## src/hw/rtl/jsu_pkg.sv

```systemverilog
// Shared types and constants for the JSON string unescape block.
// Used by the front decoder, the result queue, the output serializer and the checker.
`timescale 1ns / 1ps

package jsu_pkg;

	// Most result items one input item can cause
	localparam int MAX_RES = 4;
	localparam int CNT_W = $clog2(MAX_RES + 1);
	localparam int IDX_W = $clog2(MAX_RES);

	// Default depth of the queue between front and back
	localparam int QUEUE_DEPTH_DEF = 4;

	// Characters the decoder looks for
	localparam logic [7:0] CH_QUOTE  = 8'h22;
	localparam logic [7:0] CH_BSLASH = 8'h5C;
	localparam logic [7:0] CH_SLASH  = 8'h2F;
	localparam logic [7:0] CH_B      = 8'h62;
	localparam logic [7:0] CH_F      = 8'h66;
	localparam logic [7:0] CH_N      = 8'h6E;
	localparam logic [7:0] CH_R      = 8'h72;
	localparam logic [7:0] CH_T      = 8'h74;
	localparam logic [7:0] CH_U      = 8'h75;

	// Code point used for a broken surrogate pair
	localparam logic [20:0] CP_REPLACE = 21'h00FFFD;

	typedef enum logic [2:0] {
		KIND_BYTE         = 3'd0,
		KIND_CLOSED       = 3'd1,
		KIND_EXPECT_QUOTE = 3'd2,
		KIND_BAD_ESCAPE   = 3'd3,
		KIND_BAD_UNICODE  = 3'd4,
		KIND_UNTERMINATED = 3'd5
	} kind_t;

	typedef enum logic [2:0] {
		MODE_IDLE    = 3'd0,
		MODE_BODY    = 3'd1,
		MODE_ESC     = 3'd2,
		MODE_HEX     = 3'd3,
		MODE_HIGH    = 3'd4,
		MODE_HIGH_BS = 3'd5,
		MODE_LOW_HEX = 3'd6
	} mode_t;

	typedef struct packed {
		logic [7:0] data;
		kind_t      kind;
		logic       last;
	} result_t;

	// All results of one input item, first result in res[0]
	typedef struct packed {
		logic [CNT_W-1:0]          cnt;
		result_t [MAX_RES-1:0]     res;
	} bundle_t;

	// Queue status seen by the top-level input gating and the back
	typedef struct packed {
		logic empty;
		logic full;
	} queue_stat_t;

endpackage

```

## src/hw/rtl/jsu_front.sv

```systemverilog
// Front decoder: accepts text bytes, runs the escape state machine and
// builds the result bundle of each item. Depends on jsu_pkg.
`timescale 1ns / 1ps

module jsu_front import jsu_pkg::*; (
	input  logic        clk,
	input  logic        arst_n,
	input  logic        accept,
	input  logic [7:0]  in_byte,
	input  logic        end_flag,
	output logic        push,
	output bundle_t     bundle
);

	mode_t       mode_q, mode_d;
	logic [15:0] hex_q, hex_d;
	logic [1:0]  dcnt_q, dcnt_d;
	logic [9:0]  held_q, held_d;

	// Body and escape handling of the current byte
	logic    body_tv, esc_tv;
	result_t body_t, esc_t;
	mode_t   body_mode, esc_mode;

	// Hex digit decode
	logic        dig_ok;
	logic [3:0]  dig_val;
	logic [15:0] hex_new;
	logic        fourth;

	// Encoder input and tail result
	logic        enc_v;
	logic [20:0] enc_cp;
	logic [CNT_W-1:0] enc_len;
	logic [CNT_W-1:0] enc_len_eff;
	logic [7:0]  enc_b [MAX_RES];
	logic        tail_v;
	result_t     tail;

	// Classify the byte as body text, escape letter and hex digit
	always_comb begin
		body_tv   = 1'b1;
		body_t    = '{data: in_byte, kind: KIND_BYTE, last: 1'b0};
		body_mode = MODE_BODY;
		if (in_byte == CH_QUOTE) begin
			body_t    = '{data: 8'h00, kind: KIND_CLOSED, last: 1'b1};
			body_mode = MODE_IDLE;
		end else if (in_byte == CH_BSLASH) begin
			body_tv   = 1'b0;
			body_mode = MODE_ESC;
		end

		esc_tv   = 1'b1;
		esc_mode = MODE_BODY;
		esc_t    = '{data: in_byte, kind: KIND_BYTE, last: 1'b0};
		unique case (in_byte)
			CH_QUOTE, CH_BSLASH, CH_SLASH: esc_t.data = in_byte;
			CH_B: esc_t.data = 8'h08;
			CH_F: esc_t.data = 8'h0C;
			CH_N: esc_t.data = 8'h0A;
			CH_R: esc_t.data = 8'h0D;
			CH_T: esc_t.data = 8'h09;
			CH_U: begin
				esc_tv   = 1'b0;
				esc_mode = MODE_HEX;
			end
			default: begin
				esc_t    = '{data: 8'h00, kind: KIND_BAD_ESCAPE, last: 1'b1};
				esc_mode = MODE_IDLE;
			end
		endcase

		dig_ok  = 1'b1;
		dig_val = 4'd0;
		if (in_byte >= 8'h30 && in_byte <= 8'h39)
			dig_val = 4'(in_byte - 8'h30);
		else if (in_byte >= 8'h61 && in_byte <= 8'h66)
			dig_val = 4'(in_byte - 8'h57);
		else if (in_byte >= 8'h41 && in_byte <= 8'h46)
			dig_val = 4'(in_byte - 8'h37);
		else
			dig_ok = 1'b0;
		hex_new = {hex_q[11:0], dig_val};
		fourth  = (dcnt_q == 2'd3);
	end

	// Next state and the results of this item
	always_comb begin
		mode_d = mode_q;
		hex_d  = hex_q;
		dcnt_d = dcnt_q;
		held_d = held_q;
		enc_v  = 1'b0;
		enc_cp = CP_REPLACE;
		tail_v = 1'b0;
		tail   = '{data: 8'h00, kind: KIND_BYTE, last: 1'b0};
		unique case (mode_q)
			MODE_BODY: begin
				if (end_flag) begin
					tail_v = 1'b1;
					tail   = '{data: 8'h00, kind: KIND_UNTERMINATED, last: 1'b1};
					mode_d = MODE_IDLE;
				end else begin
					tail_v = body_tv;
					tail   = body_t;
					mode_d = body_mode;
				end
			end
			MODE_ESC: begin
				if (end_flag) begin
					tail_v = 1'b1;
					tail   = '{data: 8'h00, kind: KIND_UNTERMINATED, last: 1'b1};
					mode_d = MODE_IDLE;
				end else begin
					tail_v = esc_tv;
					tail   = esc_t;
					mode_d = esc_mode;
					if (esc_mode == MODE_HEX) begin
						hex_d  = 16'h0000;
						dcnt_d = 2'd0;
					end
				end
			end
			MODE_HEX, MODE_LOW_HEX: begin
				if (end_flag || !dig_ok) begin
					tail_v = 1'b1;
					tail   = '{data: 8'h00, kind: KIND_BAD_UNICODE, last: 1'b1};
					mode_d = MODE_IDLE;
				end else begin
					hex_d  = hex_new;
					dcnt_d = dcnt_q + 2'd1;
					if (fourth) begin
						mode_d = MODE_BODY;
						enc_v  = 1'b1;
						if (mode_q == MODE_HEX) begin
							if (hex_new >= 16'hD800 && hex_new <= 16'hDBFF) begin
								held_d = hex_new[9:0];
								mode_d = MODE_HIGH;
								enc_v  = 1'b0;
							end else begin
								enc_cp = {5'd0, hex_new};
							end
						end else if (hex_new >= 16'hDC00 && hex_new <= 16'hDFFF) begin
							enc_cp = 21'h010000 + {1'b0, held_q, hex_new[9:0]};
						end
					end
				end
			end
			MODE_HIGH: begin
				if (end_flag) begin
					enc_v  = 1'b1;
					tail_v = 1'b1;
					tail   = '{data: 8'h00, kind: KIND_UNTERMINATED, last: 1'b1};
					mode_d = MODE_IDLE;
				end else if (in_byte == CH_BSLASH) begin
					mode_d = MODE_HIGH_BS;
				end else begin
					enc_v  = 1'b1;
					tail_v = body_tv;
					tail   = body_t;
					mode_d = body_mode;
				end
			end
			MODE_HIGH_BS: begin
				if (end_flag) begin
					enc_v  = 1'b1;
					tail_v = 1'b1;
					tail   = '{data: 8'h00, kind: KIND_UNTERMINATED, last: 1'b1};
					mode_d = MODE_IDLE;
				end else if (in_byte == CH_U) begin
					hex_d  = 16'h0000;
					dcnt_d = 2'd0;
					mode_d = MODE_LOW_HEX;
				end else begin
					enc_v  = 1'b1;
					tail_v = esc_tv;
					tail   = esc_t;
					mode_d = esc_mode;
				end
			end
			default: begin
				if (!end_flag && in_byte == CH_QUOTE) begin
					mode_d = MODE_BODY;
				end else begin
					tail_v = 1'b1;
					tail   = '{data: 8'h00, kind: KIND_EXPECT_QUOTE, last: 1'b1};
					mode_d = MODE_IDLE;
				end
			end
		endcase
	end

	// Encode the code point as UTF-8
	always_comb begin
		for (int i = 0; i < MAX_RES; i++)
			enc_b[i] = 8'h00;
		if (enc_cp <= 21'h00007F) begin
			enc_len  = CNT_W'(1);
			enc_b[0] = enc_cp[7:0];
		end else if (enc_cp <= 21'h0007FF) begin
			enc_len  = CNT_W'(2);
			enc_b[0] = {3'b110, enc_cp[10:6]};
			enc_b[1] = {2'b10, enc_cp[5:0]};
		end else if (enc_cp <= 21'h00FFFF) begin
			enc_len  = CNT_W'(3);
			enc_b[0] = {4'b1110, enc_cp[15:12]};
			enc_b[1] = {2'b10, enc_cp[11:6]};
			enc_b[2] = {2'b10, enc_cp[5:0]};
		end else begin
			enc_len  = CNT_W'(4);
			enc_b[0] = {5'b11110, enc_cp[20:18]};
			enc_b[1] = {2'b10, enc_cp[17:12]};
			enc_b[2] = {2'b10, enc_cp[11:6]};
			enc_b[3] = {2'b10, enc_cp[5:0]};
		end
		enc_len_eff = enc_v ? enc_len : '0;
	end

	// Pack encoded bytes, then the tail result, into the bundle
	always_comb begin
		bundle.cnt = enc_len_eff + CNT_W'(tail_v);
		for (int i = 0; i < MAX_RES; i++) begin
			bundle.res[i] = '{data: 8'h00, kind: KIND_BYTE, last: 1'b0};
			if (CNT_W'(i) < enc_len_eff)
				bundle.res[i].data = enc_b[i];
			else if (tail_v && CNT_W'(i) == enc_len_eff)
				bundle.res[i] = tail;
		end
		push = accept && (bundle.cnt != '0);
	end

	// Advance decoder state on each accepted item
	always_ff @(posedge clk or negedge arst_n) begin
		if (!arst_n) begin
			mode_q <= MODE_IDLE;
			hex_q  <= 16'h0000;
			dcnt_q <= 2'd0;
			held_q <= 10'd0;
		end else if (accept) begin
			mode_q <= mode_d;
			hex_q  <= hex_d;
			dcnt_q <= dcnt_d;
			held_q <= held_d;
		end
	end

endmodule

```

## src/hw/rtl/jsu_queue.sv

```systemverilog
// Bundle queue between the front decoder and the output serializer.
// Depends on jsu_pkg for the bundle type.
`timescale 1ns / 1ps

module jsu_queue import jsu_pkg::*; #(
	parameter int DEPTH = QUEUE_DEPTH_DEF
) (
	input  logic        clk,
	input  logic        arst_n,
	input  logic        push,
	input  bundle_t     push_data,
	input  logic        pop,
	output bundle_t     head,
	output queue_stat_t stat
);

	localparam int PTR_W = $clog2(DEPTH);
	localparam int FILL_W = $clog2(DEPTH + 1);

	bundle_t            mem_q [DEPTH];
	logic [PTR_W-1:0]   wr_ptr_q, rd_ptr_q;
	logic [FILL_W-1:0]  fill_q;

	assign head       = mem_q[rd_ptr_q];
	assign stat.empty = (fill_q == '0);
	assign stat.full  = (fill_q == FILL_W'(DEPTH));

	// Store pushed bundles
	always_ff @(posedge clk) begin
		if (push)
			mem_q[wr_ptr_q] <= push_data;
	end

	// Advance pointers and fill count
	always_ff @(posedge clk or negedge arst_n) begin
		if (!arst_n) begin
			wr_ptr_q <= '0;
			rd_ptr_q <= '0;
			fill_q   <= '0;
		end else begin
			if (push)
				wr_ptr_q <= (wr_ptr_q == PTR_W'(DEPTH - 1)) ? '0 : wr_ptr_q + 1'b1;
			if (pop)
				rd_ptr_q <= (rd_ptr_q == PTR_W'(DEPTH - 1)) ? '0 : rd_ptr_q + 1'b1;
			if (push && !pop)
				fill_q <= fill_q + 1'b1;
			else if (pop && !push)
				fill_q <= fill_q - 1'b1;
		end
	end

endmodule

```

## src/hw/rtl/jsu_back.sv

```systemverilog
// Output serializer: unpacks queued bundles into one result item per cycle while
// out_stall is low, behind an output register. Depends on jsu_pkg.
`timescale 1ns / 1ps

module jsu_back import jsu_pkg::*; (
	input  logic        clk,
	input  logic        arst_n,
	input  bundle_t     head,
	input  queue_stat_t stat,
	output logic        pop,
	output logic        out_valid,
	input  logic        out_stall,
	output logic [7:0]  out_byte,
	output logic [2:0]  kind,
	output logic        last
);

	bundle_t          cur_q;
	logic             cur_valid_q;
	logic [IDX_W-1:0] idx_q;
	logic             out_valid_q;
	result_t          out_q;
	logic             load_out;
	logic             last_elem;

	assign load_out  = cur_valid_q && (!out_valid_q || !out_stall);
	assign last_elem = (CNT_W'(idx_q) + CNT_W'(1)) == cur_q.cnt;
	assign pop       = !stat.empty && (!cur_valid_q || (load_out && last_elem));

	assign out_valid = out_valid_q;
	assign out_byte  = out_q.data;
	assign kind      = out_q.kind;
	assign last      = out_q.last;

	// Load the output register from the current bundle and the current bundle from the queue head
	always_ff @(posedge clk) begin
		if (load_out)
			out_q <= cur_q.res[idx_q];
		if (pop)
			cur_q <= head;
	end

	// Step through the bundle and refill from the queue
	always_ff @(posedge clk or negedge arst_n) begin
		if (!arst_n) begin
			cur_valid_q <= 1'b0;
			idx_q       <= '0;
			out_valid_q <= 1'b0;
		end else begin
			if (load_out)
				out_valid_q <= 1'b1;
			else if (!out_stall)
				out_valid_q <= 1'b0;
			if (pop) begin
				cur_valid_q <= 1'b1;
				idx_q       <= '0;
			end else if (load_out && last_elem) begin
				cur_valid_q <= 1'b0;
			end else if (load_out) begin
				idx_q <= idx_q + 1'b1;
			end
		end
	end

endmodule

```

## src/hw/rtl/json_string_unescape_utf8.sv

```systemverilog
// JSON string unescape top level: front decoder, bundle queue and output serializer.
// Depends on jsu_pkg, jsu_front, jsu_queue and jsu_back.
`timescale 1ns / 1ps

// Feed a JSON string literal one byte per item, opening quote first; end_flag marks end
// of text. The block takes one item per cycle while its bundle queue (QUEUE_DEPTH
// entries) has room and hands out one result item per cycle from its output register
// while out_stall is low; an item that decodes to n results (at most four: a surrogate
// pair or a U+FFFD followed by one more result) leaves as n results; text that decodes
// byte for byte runs at one item per cycle. Results pass through the queue, the current
// bundle register and the output register. A close or error result carries last, after
// which the block waits for a new opening quote. There is no startup sweep after reset.
module json_string_unescape_utf8 import jsu_pkg::*; #(
	parameter int QUEUE_DEPTH = QUEUE_DEPTH_DEF
) (
	input  logic       clk,
	input  logic       arst_n,
	input  logic       in_valid,
	output logic       in_stall,
	input  logic [7:0] in_byte,
	input  logic       end_flag,
	output logic       out_valid,
	input  logic       out_stall,
	output logic [7:0] out_byte,
	output logic [2:0] kind,
	output logic       last
);

	logic        accept;
	logic        push;
	logic        pop;
	bundle_t     push_data;
	bundle_t     head;
	queue_stat_t stat;

	// Hold input while the queue is full
	assign in_stall = stat.full;
	assign accept   = in_valid && !stat.full;

	jsu_front u_front (
		.clk      (clk),
		.arst_n   (arst_n),
		.accept   (accept),
		.in_byte  (in_byte),
		.end_flag (end_flag),
		.push     (push),
		.bundle   (push_data)
	);

	jsu_queue #(
		.DEPTH (QUEUE_DEPTH)
	) u_queue (
		.clk       (clk),
		.arst_n    (arst_n),
		.push      (push),
		.push_data (push_data),
		.pop       (pop),
		.head      (head),
		.stat      (stat)
	);

	jsu_back u_back (
		.clk       (clk),
		.arst_n    (arst_n),
		.head      (head),
		.stat      (stat),
		.pop       (pop),
		.out_valid (out_valid),
		.out_stall (out_stall),
		.out_byte  (out_byte),
		.kind      (kind),
		.last      (last)
	);

endmodule

```

## config.mk

```make
export PLATFORM = sky130hd
export DESIGN_NAME = json_string_unescape_utf8
export DESIGN_NICKNAME = d
export VERILOG_FILES = /design/src/hw/rtl/jsu_pkg.sv /design/src/hw/rtl/jsu_front.sv /design/src/hw/rtl/jsu_queue.sv /design/src/hw/rtl/jsu_back.sv /design/src/hw/rtl/json_string_unescape_utf8.sv
export SDC_FILE = /design/constraint.sdc
export NUM_CORES = 1
export LEC_CHECK = 0
export BUFFER_PORTS_ARGS = -buffer_cell sky130_fd_sc_hd__clkbuf_2
export CAP_MARGIN = 20
export CORE_UTILIZATION = 35
export DETAILED_ROUTE_END_ITERATION = 7
export PLACE_DENSITY = 0.47
export REMOVE_ABC_BUFFERS = 1
export SYNTH_ARGS = -nofsm -noshare
export SYNTH_HDL_FRONTEND = slang
export SYNTH_SLANG_ARGS = --single-unit
```

## constraint.sdc

```tcl
create_clock -name clk -period 6.5 [get_ports clk]
set_clock_uncertainty 0.05 [all_clocks]
set_input_delay 0.975 -clock clk [delete_from_list [all_inputs] [get_ports clk]]
set_output_delay 0.975 -clock clk [all_outputs]
set_load 0.005 [all_outputs]
```

---- Word level (Yosys, flattened, before mapping) ----
Memory sizes are Yosys's and may differ from the RTL's. A register that Yosys moved wholly into a read port is not among the register bits.
Cells that the tools add are included.
cells by class
  equal/unequal tests ..................... 32
  shift operators ......................... 0
  divide/modulo/power cells ............... 0
  $add $sub $neg .......................... 12
  order comparisons ....................... 18
  bitwise gates (word level) .............. 1
  multiply operators ...................... 0
  reduce and logical (&&, ||, !) cells .... 44
  mux-type cells .......................... 106
operators by type and width
  cell                    number
  $mux 12                 17
  $mux 21                 6
  $pmux 12 s5             1
  $eq 8x7->1 const B      7
  $mux 3                  18
  $mux 16                 3
  $mux 8                  6
  $pmux 8 s6              1
  $pmux 12 s3             1
  $ge 16x16->1 const B    2
  $le 16x16->1 const B    2
  $mux 4                  8
  $mux 1                  26
  $bmux 12 s2             1
  $mux 2                  12
  $mux 24                 1
  $add 17x20->21 const A  1
  $le 21x11->1 const B    1
  $le 21x16->1 const B    1
  $le 21x7->1 const B     1
  $logic_and 1x1->1       17
  $eq 8x6->1 const B      2
  $ge 8x7->1 const B      2
  $le 8x7->1 const B      2
  40 further kinds        74
storage, ports and cells
  output and inout port bits .............. 14
  bits in writable memories ............... 204
  word-level logic and storage cells ...... 227
  flip-flop bits (word level) ............. 50
  input bits .............................. 13
  bits in read-only memories .............. 0
  latch bits .............................. 0
  memories ................................ 1
memory list
  memory         words  bits a word  rd ports  clocked after memory_dff  write ports  RTL line         RTL
  u_queue.mem_q  4      51           1         1                         1            jsu_queue.sv:20  bundle_t mem_q [DEPTH];

---- Logic depth before layout (Yosys ltp) ----
  depth after elaboration ................. 24
  depth in mapped cells ................... 20
  depth with buffers taken out ............ 18

---- Modules after synthesis ----
Synthesis repeated with hierarchy kept, for this count alone.
second synthesis, totals
  cell total of the unflattened synthesis .. 858
  area, all modules ....................... 13,540.5 µm²
modules (own cells, without submodules)
  module                     times used  area an instance (µm²)  sequential area each (µm²)  cells each
  jsu_queue                  1           7,835.0                 6,301.0                     304
  jsu_front                  1           3,224.3                 675.6                       453
  jsu_back                   1           2,467.4                 1,991.9                     100
  json_string_unescape_utf8  1           13.8                    0.0                         1

---- Least setup slack after synthesis ----
Ideal clock, no wire load.
  kind .................................... input -> register
  start ................................... input in_byte[0]
  end ..................................... memory u_queue.mem_q[0][0] in the netlist's numbering, enable pin
  arrival ................................. 4,729 ps
  stages .................................. 15
  setup time .............................. 414 ps
  buffers on the path ..................... 2
  required time ........................... 6,036 ps
  path slack .............................. 1,307 ps
  cells stage by stage .................... inv_1 ha_1 o21bai_1 a2111oi_4 a21oi_4 buf_6 or2_1 buf_6 a21oi_2 o21ai_0 ha_1 ha_1 xor2_2 o31a_4 and2_1
RTL lines
  element             RTL line                         RTL
  start: declaration  json_string_unescape_utf8.sv:20  input logic [7:0] in_byte,
  end: declaration    jsu_queue.sv:20

==> flow_metrics.env <==
export IMPL_worst_pin_slew_ps=1090
export IMPL_critPathMaxFanout=31
export IMPL_ioPinCount=27
export IMPL_final_util=0.409
export IMPL_async_flop_share=0.125
export IMPL_p_leak_uw=0.00516
export IMPL_clkSinkCount=305
export IMPL_area_growth_syn_to_layout_pct=14.6
export IMPL_die_w_um=195
export IMPL_r2r_start="u_front.mode_q[1]"
export IMPL_path_class="register to register"
export IMPL_htree_levels=2
export IMPL_dieArea_mm2=0.0382
export IMPL_synth_area_top_cells="edfxtp_1 (61%), mux4_2 (11%), dfrtp_1 (7.3%)"
export IMPL_peakVddDrop_uv=172
export IMPL_grtUsageTotal=0.162
export IMPL_outcome="finished clean"
export IMPL_vias=7163
export IMPL_fp_coreArea_mm2=0.0367
export IMPL_end_kind="register"
export IMPL_final_antenna_net_count=0
export IMPL_r2r_worst_path_cells=12
export IMPL_ys_seq_area_frac=0.685
export IMPL_num_antenna_cells=0
export IMPL_finalCritPeriodShare=0.740
export IMPL_grt_overflow_total=0
export IMPL_grt_pass1_wl_um=46600
export IMPL_drc=0
export IMPL_syn_inst=788
export IMPL_final_nets=893
export IMPL_grt_max_degree=54
export IMPL_std_cell_rows=70
export IMPL_setup_tns_ps=0
export IMPL_crit_start="u_front.mode_q[1]"
export IMPL_power_uw=5840
export IMPL_post_dp_hpwl_um=19300
export IMPL_drt_wl_total_um=29500
export IMPL_postCtsSetupRepairBufs=0
export IMPL_synth_most_common_cell="edfxtp_1"
export IMPL_worstHoldPathCells=1
export IMPL_cp_arrival_ps=4950
export IMPL_hold_path_class="register to register"
export IMPL_timing_fmax_ghz=0.208
export IMPL_required_ps=6650
export IMPL_insertion_delay_ps=520
export IMPL_clk_path_buf_depth=3
export IMPL_place_congestion=0.859
export IMPL_slowest_delay_ps=830
export IMPL_clkSlewWorstSetupHoldPaths_ps=60
export IMPL_cts_root_buf="clkbuf_16"
export IMPL_fp_dieH_um=195
export IMPL_avgSynthCellArea_um2=16.6
export IMPL_cts_tree="yes"
export IMPL_hold_viol=0
export IMPL_cp_slowest_cell="dfrtp_1"
export IMPL_synth_top_cell_area_share=0.612
export IMPL_yosysWarnings=0
export IMPL_synth_distinct_cells=84
export IMPL_worstReg2RegEnd="u_queue.mem_q[1][42]"
export IMPL_hold_buffers=0
export IMPL_relSlewSlack=0.270
export IMPL_yosysTopAreaCell="edfxtp_1"
export IMPL_netlist_area_mm2=0.0131
export IMPL_cts_inserted_buffers=35
export IMPL_grt_pass1_vias=7510
export IMPL_wl_per_cell_um=21.7
export IMPL_cp_common_cell="nor2_1"
export IMPL_synthTopCellsByCount="edfxtp_1 (267), mux4_2 (63), nor2_1 (49)"
export IMPL_port_buffers=26
export IMPL_drt_initial_drc_count=626
export IMPL_firstDrtPassIters=8
export IMPL_setup_violations_final=0
export IMPL_ys_seq_elements=305
export IMPL_grt_antenna_before_repair=0
export IMPL_final_layout_size_suffix_gt1_frac=0.222
export IMPL_ys_dominant_reg_cell="edfxtp_1"
export IMPL_slew_violations=0
export IMPL_via_per_inst=5.28
export IMPL_ff2ff_setup_slack_ps=1690
export IMPL_fin_crit_ps=4810
export IMPL_power_density_mw_per_mm2=389
export IMPL_path_cells="nand3b_1 > nor2_1 > a21oi_1 > nor4_1 > nand2_1 > nand2_2 > nor2_1 > ha_1 > xor2_2 > o31a_4 > and2_2 > buf_12"
export IMPL_max_cap_viol_count=0
export IMPL_grt_setup_unrepaired="false"
export IMPL_start_util=0.357
export IMPL_startpoint_type="register"
export IMPL_cts_resized=0
export IMPL_endpoint="u_queue.mem_q[1][42]"
export IMPL_synth_edff_count=267
## cell type report
type / count / area [um2]
Clock buffer: 43 / 927
Clock inverter: 19 / 156
Fill cell: 3295 / 21700
Inverter: 12 / 45.0
Multi-Input combinational cell: 473 / 4080
Sequential cell: 305 / 8970
Tap cell: 468 / 586
Timing Repair Buffer: 37 / 250
## where the power goes
group	total, uW	switching (uW)	internal, uW
logic	1180	635	544
clock network	1850	756	1100
registers	2810	156	2650
total	5840	1550	4290
## critical path, delay by kind of cell (launching register included)
| family | cells | cell delay (ps) |
|---|---|---|
| AOI/OAI and AO/OA | 2 | 270 |
| xor gates and xnor gates | 1 | 280 |
| adders and majority gates | 1 | 260 |
| buffers and inverters | 1 | 300 |
| DFF | 1 | 830 |
| and+or+nand+nor | 7 | 2440 |
## logic make-up (layout without fill, tap and decap cells)
kind of cell | count (synthesis) | count (layout) | share of synthesized area
DFF | 305 | 305 | 0.685
and+or+nand+nor | 192 | 192 | 0.0771
AOI/OAI and AO/OA | 136 | 136 | 0.0772
muxes | 79 | 79 | 0.122
buffers and inverters | 49 | 111 | 0.0161
adders and majority gates | 16 | 16 | 0.0159
xor gates and xnor gates | 10 | 10 | 0.00726
other | 1 | 40 | 0.000286
## worst min-delay path by stage
stage | start | slack (ps) | end
floorplan | u_back.cur_valid_q | 400 | u_back.out_valid
global placement | u_back.cur_valid_q | 420 | u_back.out_valid
detailed placement | u_back.cur_valid_q | 420 | u_back.out_valid
CTS | u_back.cur_valid_q | 440 | u_back.out_valid
global route | u_front.dcnt_q[1] | 470 | u_front.dcnt_q[1]
finish | u_back.cur_valid_q | 440 | u_back.out_valid
## layer usage
metal  up-vias  routed length (um)  GRT usage
li1       3281                   -          -
met1      3697               13800      0.223
met2       137               13900      0.262
met3        48                1060     0.0268
met4         0                 648     0.0484
met5         -                   0          0
## cells in the final DEF (no fill, tap or decap), drive strengths merged, types with 5 or more instances in the layout
cell    instances
edfxtp        267
clkbuf         69
mux4           63
nor2           51
nand2          50
conb           40
dfrtp          38
o21ai          28
a21oi          27
nor3           16
ha             15
clkinv         15
nand3          14
a22o           12
mux2           12
inv            12
buf            11
and2           11
a31oi          10
o31ai           7
or3             7
xor2            6
a211oi          5
or2             5
## through the flow
step           setup slack, ps  std cells  hold WS (ps)  cell area (um2)
3_3_place_gp              1260       1295           417            13900
3_5_place_dp              1140       1295           420            13900
5_1_grt                   1200       1357           473            15000
2_1_floorplan             1400        790           398            13100
6_report                  1690       1357           443            15000
4_1_cts                   1660       1357           438            15000
## flip-flops by register name (all words and copies together), names as in the netlist
| signal | count |
|---|---|
| u_back.last | 1 |
| u_back.out_valid | 1 |
| u_queue.rd_ptr_q | 2 |
| u_front.dcnt_q | 2 |
| u_front.held_q | 10 |
| u_queue.fill_q | 3 |
| u_queue.wr_ptr_q | 2 |
| u_queue.mem_q | 204 |
| u_back.kind | 3 |
| u_back.cur_valid_q | 1 |
| u_back.cur_q | 51 |
| u_back.out_byte | 8 |
| u_front.hex_q | 12 |
| u_back.idx_q | 2 |
| u_front.mode_q | 3 |
(Power assumes the default switching activity.)
